File: src/sv/ansi_escape_stream_parser_core_macros.svh
// Assertion macros for the escape stream parser core
`ifndef ANSI_ESCAPE_STREAM_PARSER_CORE_MACROS_SVH
`define ANSI_ESCAPE_STREAM_PARSER_CORE_MACROS_SVH
`ifndef NO_ASSERTIONS
`define AESP_ASSERT_SAME(lbl, ck, rn, ante, cons) \
    lbl: assert property (@(posedge ck) disable iff (!rn) (ante) |-> (cons)) \
        else $error("parser check failed");
`define AESP_ASSERT_NEXT(lbl, ck, rn, ante, cons) \
    lbl: assert property (@(posedge ck) disable iff (!rn) (ante) |=> (cons)) \
        else $error("parser check failed");
`else
`define AESP_ASSERT_SAME(lbl, ck, rn, ante, cons)
`define AESP_ASSERT_NEXT(lbl, ck, rn, ante, cons)
`endif
`endif

File: src/sv/aesp_pkg.sv
// Types and codes shared by the escape stream parser
package aesp_pkg;

    localparam logic [2:0] ACT_NONE   = 3'd0;
    localparam logic [2:0] ACT_INSERT = 3'd1;
    localparam logic [2:0] ACT_DELETE = 3'd2;
    localparam logic [2:0] ACT_STYLE  = 3'd3;
    localparam logic [2:0] ACT_SHOW   = 3'd4;

    localparam logic [1:0] WGT_KEEP   = 2'd0;
    localparam logic [1:0] WGT_NORMAL = 2'd1;
    localparam logic [1:0] WGT_BOLD   = 2'd2;

    localparam logic [2:0] COL_KEEP    = 3'd0;
    localparam logic [2:0] COL_BLACK   = 3'd1;
    localparam logic [2:0] COL_RED     = 3'd2;
    localparam logic [2:0] COL_GREEN   = 3'd3;
    localparam logic [2:0] COL_YELLOW  = 3'd4;
    localparam logic [2:0] COL_BLUE    = 3'd5;
    localparam logic [2:0] COL_MAGENTA = 3'd6;
    localparam logic [2:0] COL_CYAN    = 3'd7;

    // SGR parameter values understood by the final 'm'
    localparam logic [7:0] SGR_RESET   = 8'd0;
    localparam logic [7:0] SGR_BOLD    = 8'd1;
    localparam logic [7:0] SGR_BLACK   = 8'd30;
    localparam logic [7:0] SGR_RED     = 8'd31;
    localparam logic [7:0] SGR_GREEN   = 8'd32;
    localparam logic [7:0] SGR_YELLOW  = 8'd33;
    localparam logic [7:0] SGR_BLUE    = 8'd34;
    localparam logic [7:0] SGR_MAGENTA = 8'd35;
    localparam logic [7:0] SGR_CYAN    = 8'd36;
    localparam logic [7:0] SGR_WHITE   = 8'd37;
    localparam logic [7:0] SGR_DEFAULT = 8'd39;

    localparam logic [7:0] CH_NUL   = 8'h00;
    localparam logic [7:0] CH_BEL   = 8'h07;
    localparam logic [7:0] CH_BS    = 8'h08;
    localparam logic [7:0] CH_LF    = 8'h0A;
    localparam logic [7:0] CH_CR    = 8'h0D;
    localparam logic [7:0] CH_ESC   = 8'h1B;
    localparam logic [7:0] CH_LPAR  = 8'h28;
    localparam logic [7:0] CH_RPAR  = 8'h29;
    localparam logic [7:0] CH_SEMI  = 8'h3B;
    localparam logic [7:0] CH_LBRK  = 8'h5B;
    localparam logic [7:0] CH_RBRK  = 8'h5D;
    localparam logic [7:0] CH_M     = 8'h6D;
    localparam logic [7:0] CH_DEL   = 8'h7F;
    localparam logic [7:0] CH_CSI   = 8'h9B;
    localparam logic [7:0] CH_OSC   = 8'h9D;
    localparam logic [7:0] CH_SHY   = 8'hAD;

    localparam logic [2:0] CFG_IDX_PARSE = 3'd0;

    typedef struct packed {
        logic       in_escape;
        logic       in_csi;
        logic       in_osc;
        logic       after_separator;
        logic       second_present;
        logic [7:0] second_value;
    } seq_state_t;

    typedef struct packed {
        logic [2:0]        action;
        logic [7:0]        out_char;
        logic signed [7:0] shown_code;
        logic [1:0]        weight_change;
        logic [2:0]        color_change;
    } result_t;

endpackage

File: src/sv/aesp_step.sv
// Per-character next-state and result logic of the escape parser
module aesp_step (
    input  logic [7:0]          char_code,
    input  logic                parse_escapes,
    input  aesp_pkg::seq_state_t cur,
    output aesp_pkg::seq_state_t nxt,
    output aesp_pkg::result_t   res
);

    logic [7:0]  final_code;
    logic [3:0]  digit;
    logic [11:0] acc_wide;
    logic        is_digit;
    logic        printable;

    assign is_digit = char_code inside {[8'h30:8'h39]};
    assign digit    = 4'(char_code - 8'h30);
    // value*10 + digit, up to 2550 + 9
    assign acc_wide = ({4'b0, cur.second_value} << 3) + ({4'b0, cur.second_value} << 1)
                    + {8'b0, digit};
    assign printable = (char_code inside {[8'h20:8'h7E]})
                    || ((char_code inside {[8'hA0:8'hFF]}) && (char_code != aesp_pkg::CH_SHY));

    always_comb
    begin
        nxt        = cur;
        res        = '0;
        final_code = aesp_pkg::CH_NUL;
        if (cur.in_escape)
        begin
            if (cur.in_csi || cur.in_osc)
            begin
                if (is_digit)
                begin
                    if (cur.after_separator)
                    begin
                        if (!cur.second_present)
                            nxt.second_value = {4'b0, digit};
                        else if (acc_wide > 12'd255)
                            nxt.second_value = 8'hFF;
                        else
                            nxt.second_value = acc_wide[7:0];
                        nxt.second_present = 1'b1;
                    end
                end
                else if (char_code == aesp_pkg::CH_SEMI)
                    nxt.after_separator = 1'b1;
                else if (cur.in_osc)
                begin
                    if (char_code == aesp_pkg::CH_BEL)
                        final_code = char_code;
                end
                else
                    final_code = char_code;
            end
            else if (char_code == aesp_pkg::CH_LBRK)
                nxt.in_csi = 1'b1;
            else if (char_code == aesp_pkg::CH_RBRK)
                nxt.in_osc = 1'b1;
            else if (char_code != aesp_pkg::CH_LPAR && char_code != aesp_pkg::CH_RPAR)
                final_code = char_code;

            if (final_code != aesp_pkg::CH_NUL)
            begin
                if (final_code == aesp_pkg::CH_M)
                begin
                    res.action = aesp_pkg::ACT_STYLE;
                    if (!cur.second_present)
                        res.color_change = aesp_pkg::COL_BLACK;
                    else
                    begin
                        case (cur.second_value)
                            aesp_pkg::SGR_RESET:
                            begin
                                res.weight_change = aesp_pkg::WGT_NORMAL;
                                res.color_change  = aesp_pkg::COL_BLACK;
                            end
                            aesp_pkg::SGR_BOLD:    res.weight_change = aesp_pkg::WGT_BOLD;
                            aesp_pkg::SGR_RED:     res.color_change  = aesp_pkg::COL_RED;
                            aesp_pkg::SGR_GREEN:   res.color_change  = aesp_pkg::COL_GREEN;
                            aesp_pkg::SGR_YELLOW:  res.color_change  = aesp_pkg::COL_YELLOW;
                            aesp_pkg::SGR_BLUE:    res.color_change  = aesp_pkg::COL_BLUE;
                            aesp_pkg::SGR_MAGENTA: res.color_change  = aesp_pkg::COL_MAGENTA;
                            aesp_pkg::SGR_CYAN:    res.color_change  = aesp_pkg::COL_CYAN;
                            aesp_pkg::SGR_BLACK, aesp_pkg::SGR_WHITE, aesp_pkg::SGR_DEFAULT:
                                res.color_change = aesp_pkg::COL_BLACK;
                            default: res.color_change = aesp_pkg::COL_KEEP;
                        endcase
                    end
                end
                nxt = '0;
            end
        end
        else if (char_code == aesp_pkg::CH_CR)
        begin
            res.action   = aesp_pkg::ACT_INSERT;
            res.out_char = aesp_pkg::CH_LF;
        end
        else if (printable || char_code == aesp_pkg::CH_LF)
        begin
            res.action   = aesp_pkg::ACT_INSERT;
            res.out_char = char_code;
        end
        else if (parse_escapes)
        begin
            if (char_code == aesp_pkg::CH_DEL || char_code == aesp_pkg::CH_BS)
                res.action = aesp_pkg::ACT_DELETE;
            else if (char_code == aesp_pkg::CH_ESC)
                nxt.in_escape = 1'b1;
            else if (char_code == aesp_pkg::CH_CSI)
            begin
                nxt.in_escape = 1'b1;
                nxt.in_csi    = 1'b1;
            end
            else if (char_code == aesp_pkg::CH_OSC)
            begin
                nxt.in_escape = 1'b1;
                nxt.in_osc    = 1'b1;
            end
        end
        else if (char_code != aesp_pkg::CH_NUL)
        begin
            res.action     = aesp_pkg::ACT_SHOW;
            res.shown_code = signed'(char_code);
        end
    end

endmodule

File: src/sv/ansi_escape_stream_parser_core.sv
// Escape stream parser core: character register, parse step, result register.
// Each transferred character is held in the character register; its result is
// registered in the result register once that register is free.
// Throughput: one character per cycle unless result_stall holds; the result
// register lets the next character enter while a finished result is still stalled.
// Reset: all sequence state cleared, parse_escapes set to 1, both stages empty.
`include "ansi_escape_stream_parser_core_macros.svh"
module ansi_escape_stream_parser_core (
    input  logic              clk,
    input  logic              rst_n,
    input  logic              psel,
    input  logic              penable,
    input  logic              pwrite,
    input  logic [2:0]        paddr,
    input  logic [31:0]       pwdata,
    output logic [31:0]       prdata,
    output logic              pready,
    input  logic              char_valid,
    output logic              char_stall,
    input  logic [7:0]        char_code,
    output logic              result_valid,
    input  logic              result_stall,
    output logic [2:0]        action,
    output logic [7:0]        out_char,
    output logic signed [7:0] shown_code,
    output logic [1:0]        weight_change,
    output logic [2:0]        color_change
);

    logic                 parse_reg;
    logic                 parse_next;
    logic                 s1_valid_reg;
    logic                 s1_valid_next;
    logic [7:0]           s1_char_reg;
    logic                 out_valid_reg;
    logic                 out_valid_next;
    aesp_pkg::result_t    out_reg;
    aesp_pkg::seq_state_t seq_reg;
    aesp_pkg::seq_state_t seq_step;
    aesp_pkg::result_t    res_step;
    logic                 out_free;
    logic                 s1_adv;
    logic                 in_xfer;
    logic                 cfg_wr;

    assign pready   = 1'b1;
    assign cfg_wr   = psel && penable && pwrite && pready
                   && (paddr[2] == aesp_pkg::CFG_IDX_PARSE[0]);
    assign prdata   = (paddr[2] == aesp_pkg::CFG_IDX_PARSE[0]) ? {31'b0, parse_reg} : 32'b0;
    assign parse_next = cfg_wr ? pwdata[0] : parse_reg;

    assign out_free   = !out_valid_reg || !result_stall;
    assign s1_adv     = s1_valid_reg && out_free;
    assign char_stall = s1_valid_reg && !out_free;
    assign in_xfer    = char_valid && !char_stall;

    assign s1_valid_next  = in_xfer ? 1'b1 : (s1_adv ? 1'b0 : s1_valid_reg);
    assign out_valid_next = s1_adv ? 1'b1 : (out_free ? 1'b0 : out_valid_reg);

    aesp_step u_step (
        .char_code     (s1_char_reg),
        .parse_escapes (parse_reg),
        .cur           (seq_reg),
        .nxt           (seq_step),
        .res           (res_step)
    );

    always_ff @(posedge clk or negedge rst_n)
    begin
        if (!rst_n)
        begin
            parse_reg     <= 1'b1;
            s1_valid_reg  <= 1'b0;
            out_valid_reg <= 1'b0;
            seq_reg       <= '0;
        end
        else
        begin
            parse_reg     <= parse_next;
            s1_valid_reg  <= s1_valid_next;
            out_valid_reg <= out_valid_next;
            if (s1_adv)
                seq_reg <= seq_step;
        end
    end

    always_ff @(posedge clk)
    begin
        if (in_xfer)
            s1_char_reg <= char_code;
        if (s1_adv)
            out_reg <= res_step;
    end

    assign result_valid  = out_valid_reg;
    assign action        = out_reg.action;
    assign out_char      = out_reg.out_char;
    assign shown_code    = out_reg.shown_code;
    assign weight_change = out_reg.weight_change;
    assign color_change  = out_reg.color_change;

    `AESP_ASSERT_SAME(a_seq_nested, clk, rst_n, !seq_reg.in_escape,
        !seq_reg.in_csi && !seq_reg.in_osc && !seq_reg.second_present)
    `AESP_ASSERT_SAME(a_style_only, clk, rst_n,
        result_valid && action != aesp_pkg::ACT_STYLE,
        weight_change == aesp_pkg::WGT_KEEP && color_change == aesp_pkg::COL_KEEP)
    `AESP_ASSERT_SAME(a_char_only, clk, rst_n,
        result_valid && action != aesp_pkg::ACT_INSERT, out_char == 8'd0)
    `AESP_ASSERT_NEXT(a_advance, clk, rst_n, s1_valid_reg && out_free, result_valid)

endmodule
File: config.mk
export PLATFORM = sky130hd
export DESIGN_NAME = ansi_escape_stream_parser_core
export DESIGN_NICKNAME = d
export VERILOG_FILES = /design/src/sv/aesp_pkg.sv /design/src/sv/aesp_step.sv /design/src/sv/ansi_escape_stream_parser_core.sv
export VERILOG_INCLUDE_DIRS = /design/src /design/src/sv
export SDC_FILE = /design/constraint.sdc
export NUM_CORES = 1
export LEC_CHECK = 0
export BUFFER_PORTS_ARGS = -buffer_cell sky130_fd_sc_hd__buf_2
export CAP_MARGIN = 10
export CORE_UTILIZATION = 47
export DETAILED_ROUTE_END_ITERATION = 8
export PLACE_DENSITY = 0.76
export SYNTH_ARGS = -nofsm -noshare
export SYNTH_HDL_FRONTEND = slang
export SYNTH_SLANG_ARGS = --single-unit
File: constraint.sdc
create_clock -name clk -period 6 [get_ports clk]
set_clock_uncertainty 0.2 [all_clocks]
set_input_delay 0.3 -clock clk [delete_from_list [all_inputs] [get_ports clk]]
set_output_delay 0.3 -clock clk [all_outputs]
set_load 0.005 [all_outputs]
# ---- Word level (Yosys, flattened, before mapping)
# Index checks and enable logic that the tools add are counted.
dict set report op_classes {
  add_sub_neg 3
  bitwise_logic 3
  n_mux 50
  magnitude_cmp 7
  eq_ne 35
  n_reduce_logical 41
}
# op n
set op_table {}
lappend op_table {{$mux 8} 12}
lappend op_table {{$eq 8x6->1 const B} 8}
lappend op_table {{$eq 8x7->1 const B} 4}
lappend op_table {{$mux 3} 10}
lappend op_table {{$eq 8x4->1 const B} 3}
lappend op_table {{$eq 8x5->1 const B} 3}
lappend op_table {{$pmux 3 s7} 1}
lappend op_table {{$mux 9} 2}
lappend op_table {{$reduce_bool 2->1} 9}
lappend op_table {{$mux 1} 17}
lappend op_table {{$eq 8x8->1 const B} 2}
lappend op_table {{$ge 8x6->1 const B} 2}
lappend op_table {{$ne 8x6->1 const B} 2}
lappend op_table {{$reduce_bool 8->1} 2}
lappend op_table {{$mux 13} 1}
lappend op_table {{$add 11x9->12} 1}
lappend op_table {{$add 12x4->12} 1}
lappend op_table {{$gt 12x8->1 const B} 1}
lappend op_table {{$ne 2x2->1 const B} 6}
lappend op_table {{$logic_and 1x1->1} 11}
lappend op_table {{$mux 11} 1}
lappend op_table {{$reduce_and 11->1} 1}
lappend op_table {{$mux 10} 1}
lappend op_table {{$reduce_and 5->1} 2}
lappend op_table {{other kinds (22)} 36}
dict set report word_totals {
  reg_bits 48
  in_bits 50
  elab_cells 156
}

# ---- Logic depth before layout (Yosys ltp)
# Gate-level depths: netlist of run 1.
dict set report logic_depth {
  depth_word 11
  mapped_depth 9
  depth_no_buf 9
}

# ---- Modules after synthesis
# A second synthesis of run 1 with hierarchy kept.
dict set report unflattened {
  hier_cells 336
  area_unflattened_um2 3488.3
}
# mod seq_area_each_um2 n_inst cells_per_inst area_per_inst_um2
set modules_own_cells {}
lappend modules_own_cells {ansi_escape_stream_parser_core 1362.6 1 105 1885.6}
lappend modules_own_cells {aesp_step 0.0 1 231 1602.8}

# ---- Least setup slack after synthesis of run 1
# No wires, ideal clock.
dict set report synth_timing {
  path_kind {reg-to-reg}
  from {register s1_char_reg[3]}
  to {register seq_reg[3] in the netlist's numbering}
  synth_period_minus_slack_ns 2.710
  arrival_ns 2.372
  slack_ns 3.290
  setup_time_ns 0.137
  path_stages_with_launch 9
  required_ns 5.663
  cell_sequence {edfxtp_1 -> fa_1 -> fa_1 -> a21o_1 -> a21oi_1 -> nand3b_1 -> a21oi_1 -> nor3b_1 -> o22ai_1}
}
dict set report synth_between {
  elab_chain_len 10
  word_cells_on_any_way 33
}
# item line_no
set synth_lines {}
lappend synth_lines {{start, declared} ansi_escape_stream_parser_core.sv:34} ;# logic [7:0] s1_char_reg;
lappend synth_lines {{start signal, assigned} ansi_escape_stream_parser_core.sv:90} ;# s1_char_reg <= char_code;
lappend synth_lines {{parallel branches: the longest is 10 deep, another holds $add 12x4->12} n/a}
lappend synth_lines {{end signal, assigned} ansi_escape_stream_parser_core.sv:83} ;# seq_reg <= seq_step;
lappend synth_lines {{end, declared} ansi_escape_stream_parser_core.sv:38} ;# aesp_pkg::seq_state_t seq_reg;
# Several ways; the timed one is not identified. The select of a mux whose other input is x is not followed.
# A chain may end at the register's enable or synchronous reset.

# ---- Final worst setup path of run 1
# Ends and elaborated chain as after synthesis.

==> summary.md, run 1 <==
| Metric | Value |
|---|---|
| Leading cell type in the layout, fill and taps excluded | `buf_2` |
| Sequential share of power | `38.6%` |
| TritonCTS buffer count | `5` |
| Syn Area/Cell | `9.92 sq um` |
| Mapped cell area | `3070 sq um` |
| # setup viols final | `0` |
| Placer Congestion | `0.844` |
| Slew headroom | `34.7%` |
| Worst R2R Setup Slack | `2.78 ns` |
| DRT Wirelength | `6230 um` |
| Gr ovfl total | `0` |
| Final Hold Fails | `0` |
| Cell internal pwr | `0.795 mW` |
| Hold path startpoint | `pwdata[0]` |
| CP max FO | `17` |
| Clock Latency Late Sink | `0.31 ns` |
| PortBufs | `43` |
| Power per Cell Area | `368 nW/um^2` |
| CTS tree | `built` |
| Vias/cell | `5.56` |
| Wire per inst | `14.3 um` |
| Fin. max-slew vios | `0` |
| H-Tree Level Count | `2` |
| GR met3 Demand/Resource | `4.57%` |
| HP Class | `input port to register` |
| Worst Path Required | `5.97 ns` |
| Starting DRT DRC Count | `224` |
| Comb power frac | `39.1%` |
| Setup bufs post-CTS | `0` |
| Die X-Extent | `82.9 um` |
| Worst-Margin Slew | `0.979 ns` |
| Maximum clock path buffer count | `2` |
| Die area | `6870 sq um` |
| Largest net degree at the start of global routing | `27` |
| Critical-path top delay cell | `edfxtp_1` |
| Synth warn | `0` |
| Switching Share | `37.3%` |
| Vias | `2420` |
| Cts hold-fix bufs | `10` |
| Reg2reg path depth | `8` |
| Gr busiest metal | `met2` |
| First-pass DRT Iterations | `4` |
| Antenna violations before repair | `0` |
| GR met2 Demand/Resource | `29.8%` |
| Total track usage | `18.9%` |
| HPWL after detailed placement | `4370 um` |
| Ports | `109` |
| Critical setup path kind | `register to register` |
| R2R Path Start | `s1_char_reg[3]` |
| Commonest non-fill, non-tap cells in the layout | `buf_2 (43), conb_1 (32), edfxtp_1 (32)` |
| Maximum VDD drop | `0.000223 V` |
| Core Box Area | `6310 sq um` |
| Layout cells sized above 1 | `17.6%` |
| Worst Hold End | `parse_reg` |
| Critical register-to-register path endpoint | `seq_reg[3]` |
| ANT cells | `0` |
| Root Driver | `clkbuf_8` |
| DRC errors left | `0` |
| Max reg flops | `13` |
| Global-route wire length before repair | `10600 um` |
| Synthesized instance count | `310` |
| Post-CTS sizing | `0` |
| Hold depth | `2` |
| #FFs+latches synth | `48` |
| Async SR Flop Fraction | `33.3%` |
| Met1 GRT Util | `25.8%` |
| Maximum clock rate | `0.311 GHz` |
| WP data arrival | `3.19 ns` |
| CP peak stage delay | `0.72 ns` |
| RSZ-0062 raised after global routing | `no` |
| Yosys cell types | `60` |
| DRT antenna net count | `0` |
| Reg clk slew, reported paths | `0.09 ns` |
| Pleak | `1.44 nW` |
| # rows | `29` |
| P_sw | `0.474 mW` |
| Sequential fraction of the synthesis area | `44.3%` |
| CP Capture Type | `register` |
| Top_reg_cell synth | `edfxtp_1` |
| Die Y | `82.9 um` |
| Fin Setup TNS | `0 ns` |
| Status | `finished clean` |
| Area grow syn2layout | `12.1%` |
| Initial Util | `48.7%` |
| Clock power frac | `22.3%` |
| Number of global-route vias before repair | `2261` |
| Crit path cell chain | `fa_1 > fa_1 > a21o_1 > a21oi_1 > nand3b_1 > a21oi_1 > nor3b_1 > o22ai_1` |
| Crit path time final | `3.22 ns` |
| Final net count | `424` |
| FILL cells | `578` |
| Hold slack | `0.0265 ns` |
| EDFF count, synth | `32` |
| Kind of start point of the critical path | `register` |
| Max Cap Viol | `0` |
| Clock sink count | `48` |
| Tcrit/Tclk final | `53.7%` |
==> worst max-delay path, delay by kind of cell, from the launching register on <==
family	cells	cell delay (ns)
AO/OA/AOI/OAI	4	0.73
adder cells (fa/ha/maj)	2	1.01
flip-flops	1	0.72
AND/OR/NAND/NOR	2	0.41
==> cells in the mapped netlist (2+ instances only) <==
| cell | n | area (sq um) |
|---|---|---|
| o22ai_1 | 4 | 25.0 |
| nor2_1 | 19 | 71.3 |
| a21oi_1 | 13 | 65.1 |
| nor3b_1 | 4 | 30.0 |
| nand4b_1 | 3 | 26.3 |
| nor4_1 | 6 | 37.5 |
| o21ai_0 | 17 | 85.1 |
| dfrtp_1 | 15 | 375 |
| nor2b_1 | 4 | 25.0 |
| nor3_1 | 14 | 70.1 |
| edfxtp_1 | 32 | 961 |
| o21a_1 | 2 | 15.0 |
| buf_4 | 32 | 240 |
| and2_1 | 14 | 87.6 |
| or3_1 | 4 | 25.0 |
| inv_1 | 17 | 63.8 |
| or2_2 | 2 | 12.5 |
| o21ai_1 | 2 | 10.0 |
| conb_1 | 2 | 7.51 |
| nand4_1 | 6 | 37.5 |
| a21o_1 | 2 | 15.0 |
| xor2_1 | 2 | 17.5 |
| nand2b_1 | 4 | 25.0 |
| nand3_1 | 11 | 55.1 |
| clkbuf_1 | 8 | 30.0 |
| o221a_2 | 2 | 22.5 |
| xnor2_1 | 2 | 17.5 |
| ha_1 | 15 | 188 |
| a31oi_1 | 4 | 25.0 |
| fa_1 | 2 | 40.0 |
| nand2_1 | 16 | 60.1 |
| or4_4 | 2 | 22.5 |
==> layer usage <==
layer / vias up / part of all wire, %
li1: 1159 / -
met1: 1122 / 44
met2: 132 / 47
met3: 7 / 7.9
met4: 0 / 1.1
met5: - / 0
==> cell type report <==
cell class                      instances  area (sq um)  share of cell area [%]
Multi-Input combinational cell        232          1470                    42.7
Sequential cell                        48          1360                    39.5
Timing Repair Buffer                   53           315                    9.15
Tap cell                               77          96.3                    2.80
Clock buffer                            5          68.8                    2.00
Clock inverter                          3          68.8                    2.00
Inverter                               17          63.8                    1.85
==> worst max-delay path by stage <==
stage                     slack, ns  cells after the start            from         end
final                          2.78                      8  s1_char_reg[3]  seq_reg[3]
after global routing           2.58                      8  s1_char_reg[3]  seq_reg[3]
after CTS                      2.81                      8  s1_char_reg[3]  seq_reg[3]
after detailed placement       2.83                      8  s1_char_reg[3]  seq_reg[3]
after global placement         2.88                      8  s1_char_reg[3]  seq_reg[3]
after floorplan                3.29                      8  s1_char_reg[3]  seq_reg[3]
==> power groups by stage <==
stage	clock [mW]	combinational, mW	sequential (mW)
2_1_floorplan	0	0.410	0.463
3_3_place_gp	0	0.462	0.491
3_5_place_dp	0	0.484	0.494
4_1_cts	0.288	0.493	0.488
5_1_grt	0.298	0.566	0.501
6_report	0.283	0.496	0.490
==> kinds of logic (layout without fill, tap and decap cells) <==
family          count (synthesis)  after routing  synth area share (%)
compound gates                 61             61                  13.6
xor+xnor                        4              4                  1.14
fa+ha+maj                      17             17                  7.41
buf+inv                        60             78                  11.5
flops                          48             48                  44.3
mux                             1              1                 0.366
other cells                     2             32                 0.244
simple gates                  117            117                  21.4
==> metrics by stage <==
step                      cell area [sq um]  util, %  instances  worst slack [ns]  power [mW]
final                                  3450     54.6        435              2.78        1.27
after global routing                   3450     54.6        435              2.58        1.37
after CTS                              3450     54.6        435              2.81        1.27
after detailed placement               3210     50.8        417              2.83       0.979
after global placement                 3210     50.8        417              2.88       0.953
after floorplan                        3190        -        340              3.29       0.873
Power figures use the tool's default switching activity.
==> inputs of run 2 (changes only) <==
CORE_UTILIZATION = 45   (was 47)
clock period = 2.64 ns   (was 6 ns; I/O delays follow)
==> run 2 against run 1 <==
Against the previous run:
- the flow now finishes with violations (negative setup slack)
- maximum frequency increased by 22%
- clock power is 120% higher
- final cell count increased by 9.2%
- critical path depth decreased by 2
- die area grew 4.3%
- critical endpoint is now seq_reg[0]
- largest power group unchanged
- total power grew to 2.5 times the previous value
- global-route usage increased by 1.5 points
- routed wire length grew 9.6%
==> summary.md, run 2 (synthesis gave the netlist of run 1 again) <==
| Metric | Value |
|---|---|
| Global-route wire length before repair | `11600 um` |
| Max Cap Viol | `0` |
| Maximum VDD drop | `0.000427 V` |
| Gr ovfl total | `0` |
| Max reg flops | `13` |
| Total track usage | `20.4%` |
| Layout cells sized above 1 | `30.4%` |
| Critical setup path kind | `register to register` |
| Final setup margin | `-0.00113 ns` |
| DRT Wirelength | `6830 um` |
| Ports | `109` |
| Reg clk slew, reported paths | `0.08 ns` |
| Core Box Area | `6460 sq um` |
| Worst-Margin Slew | `0.710 ns` |
| Crit path time final | `2.64 ns` |
| Largest net degree at the start of global routing | `25` |
| H-Tree Level Count | `2` |
| Status | `complete, but fails checks` |
| Wire per inst | `14.4 um` |
| Vias/cell | `5.47` |
| Tcrit/Tclk final | `100%` |
| PortBufs | `43` |
| Maximum clock path buffer count | `2` |
| Worst R2R Setup Slack | `-0.001 ns` |
| Commonest non-fill, non-tap cells in the layout | `buf_2 (43), buf_4 (36), conb_1 (32), edfxtp_1 (32), nor2_1 (19)` |
| Fin util | `60.0%` |
| Fin. max-slew vios | `0` |
| HPWL after detailed placement | `4850 um` |
| Placer Congestion | `0.872` |
| Reg2reg path depth | `6` |
| Maximum clock rate | `0.379 GHz` |
| HP Class | `input port to async pin` |
| Final Hold Fails | `0` |
| Die X-Extent | `84.7 um` |
| Clock sink count | `48` |
| Number of global-route vias before repair | `2440` |
| # setup viols final | `1` |
| DRC errors left | `0` |
| RSZ-0062 raised after global routing | `yes` |
| Kind of start point of the critical path | `register` |
| Pleak | `1.65 nW` |
| WP data arrival | `2.61 ns` |
| First-pass DRT Iterations | `6` |
| Power per Cell Area | `823 nW/um^2` |
| CP Capture Type | `register` |
| Initial Util | `47.6%` |
| Die Y | `84.7 um` |
| Vias | `2599` |
| CTS tree | `built` |
| Die area | `7170 sq um` |
| Leading cell type in the layout, fill and taps excluded | `buf_2` |
| Dpl cells | `449` |
| Area grow syn2layout | `26.1%` |
| Post-route design area | `3880 sq um` |
| Non-Filler Instances | `475` |
| Root Driver | `clkbuf_8` |
| Failing checks | `negative setup slack` |
| Worst Path Required | `2.61 ns` |
| Final net count | `464` |
| R2R Path Start | `s1_char_reg[5]` |
| ANT cells | `0` |
| Area post-placement | `3460 sq um` |
| TritonCTS buffer count | `5` |
| Starting DRT DRC Count | `241` |
| Power Total | `3.19 mW` |
| DRT antenna net count | `0` |
| Clock Latency Late Sink | `0.30 ns` |
| # rows | `29` |
| CP max FO | `8` |
| Hold slack | `0.0718 ns` |
| Antenna violations before repair | `0` |
| Critical register-to-register path endpoint | `seq_reg[0]` |
| Slew headroom | `51.5%` |
## run 2: changes by cell type in the layout (fill, tap and decap cells not counted), moves of 3 or more
cell           previous run  this run
a21oi_1                  13         9
nor3b_1                   4         1
o21ai_0                  17        10
dlygate4sd3_1            10        14
buf_4                     0        36
a21oi_2                   0         3
nor3b_2                   0         3
o21ai_1                   2         7
## run 2: metal layers
layer  vias to the layer above  GRT usage, %  share of wire, %
li1                       1251             -                 -
met1                      1221          28.0                44
met2                       115          32.8                47
met3                        12          3.83               7.6
met4                         0          6.32               1.4
met5                         -             0                 0
## run 2: power by group
group          switching (mW)  internal [mW]
sequential              0.110          0.930
clock                   0.240          0.378
combinational           0.853          0.679
total                    1.20           1.99
## run 2: per-stage QoR
step / setup slack, ns / TNS (ns)
4_1_cts: 0.00288 / 0
2_1_floorplan: 0.0189 / 0
5_1_grt: -0.0969 / -0.385
3_5_place_dp: -0.169 / -0.789
3_3_place_gp: -0.103 / -0.179
6_report: -0.00113 / -0.00113
## run 2: what timing repair did
item / in CTS / in global routing
hold endpoints to repair: 27 / 0
pin swaps: 9 / 4
hold buffers: 14 / 0
setup buffers: 3 / 1
resized for setup: 9 / 19
setup endpoints to repair: 8 / 14
## run 2: cell type report
cell class / instances / area (sq um)
Fill cell: 522 / 2580
Clock inverter: 2 / 60.1
Clock buffer: 6 / 72.6
Multi-Input combinational cell: 232 / 1590
Tap cell: 77 / 96.3
Timing Repair Buffer: 93 / 626
Inverter: 17 / 63.8
Sequential cell: 48 / 1370
## run 2: worst max path at each step
stage,start,endpoint,slack (ns),depth (start not counted)
after floorplan,seq_reg[2],seq_reg[7],0.02,8
after global placement,seq_reg[2],seq_reg[7],-0.10,8
after detailed placement,seq_reg[2],seq_reg[7],-0.17,8
after CTS,seq_reg[0],seq_reg[7],0.003,10
after global routing,seq_reg[0],seq_reg[2],-0.1,10
final,s1_char_reg[5],seq_reg[0],-0.001,6
## run 2: worst max-delay path: stages, from the launching register on
cell      delay [ns]
edfxtp_1        0.40
or4_4           0.57
or4_4           0.46
a31o_4          0.24
o221a_4         0.13
a41oi_4         0.34
o22ai_2         0.16
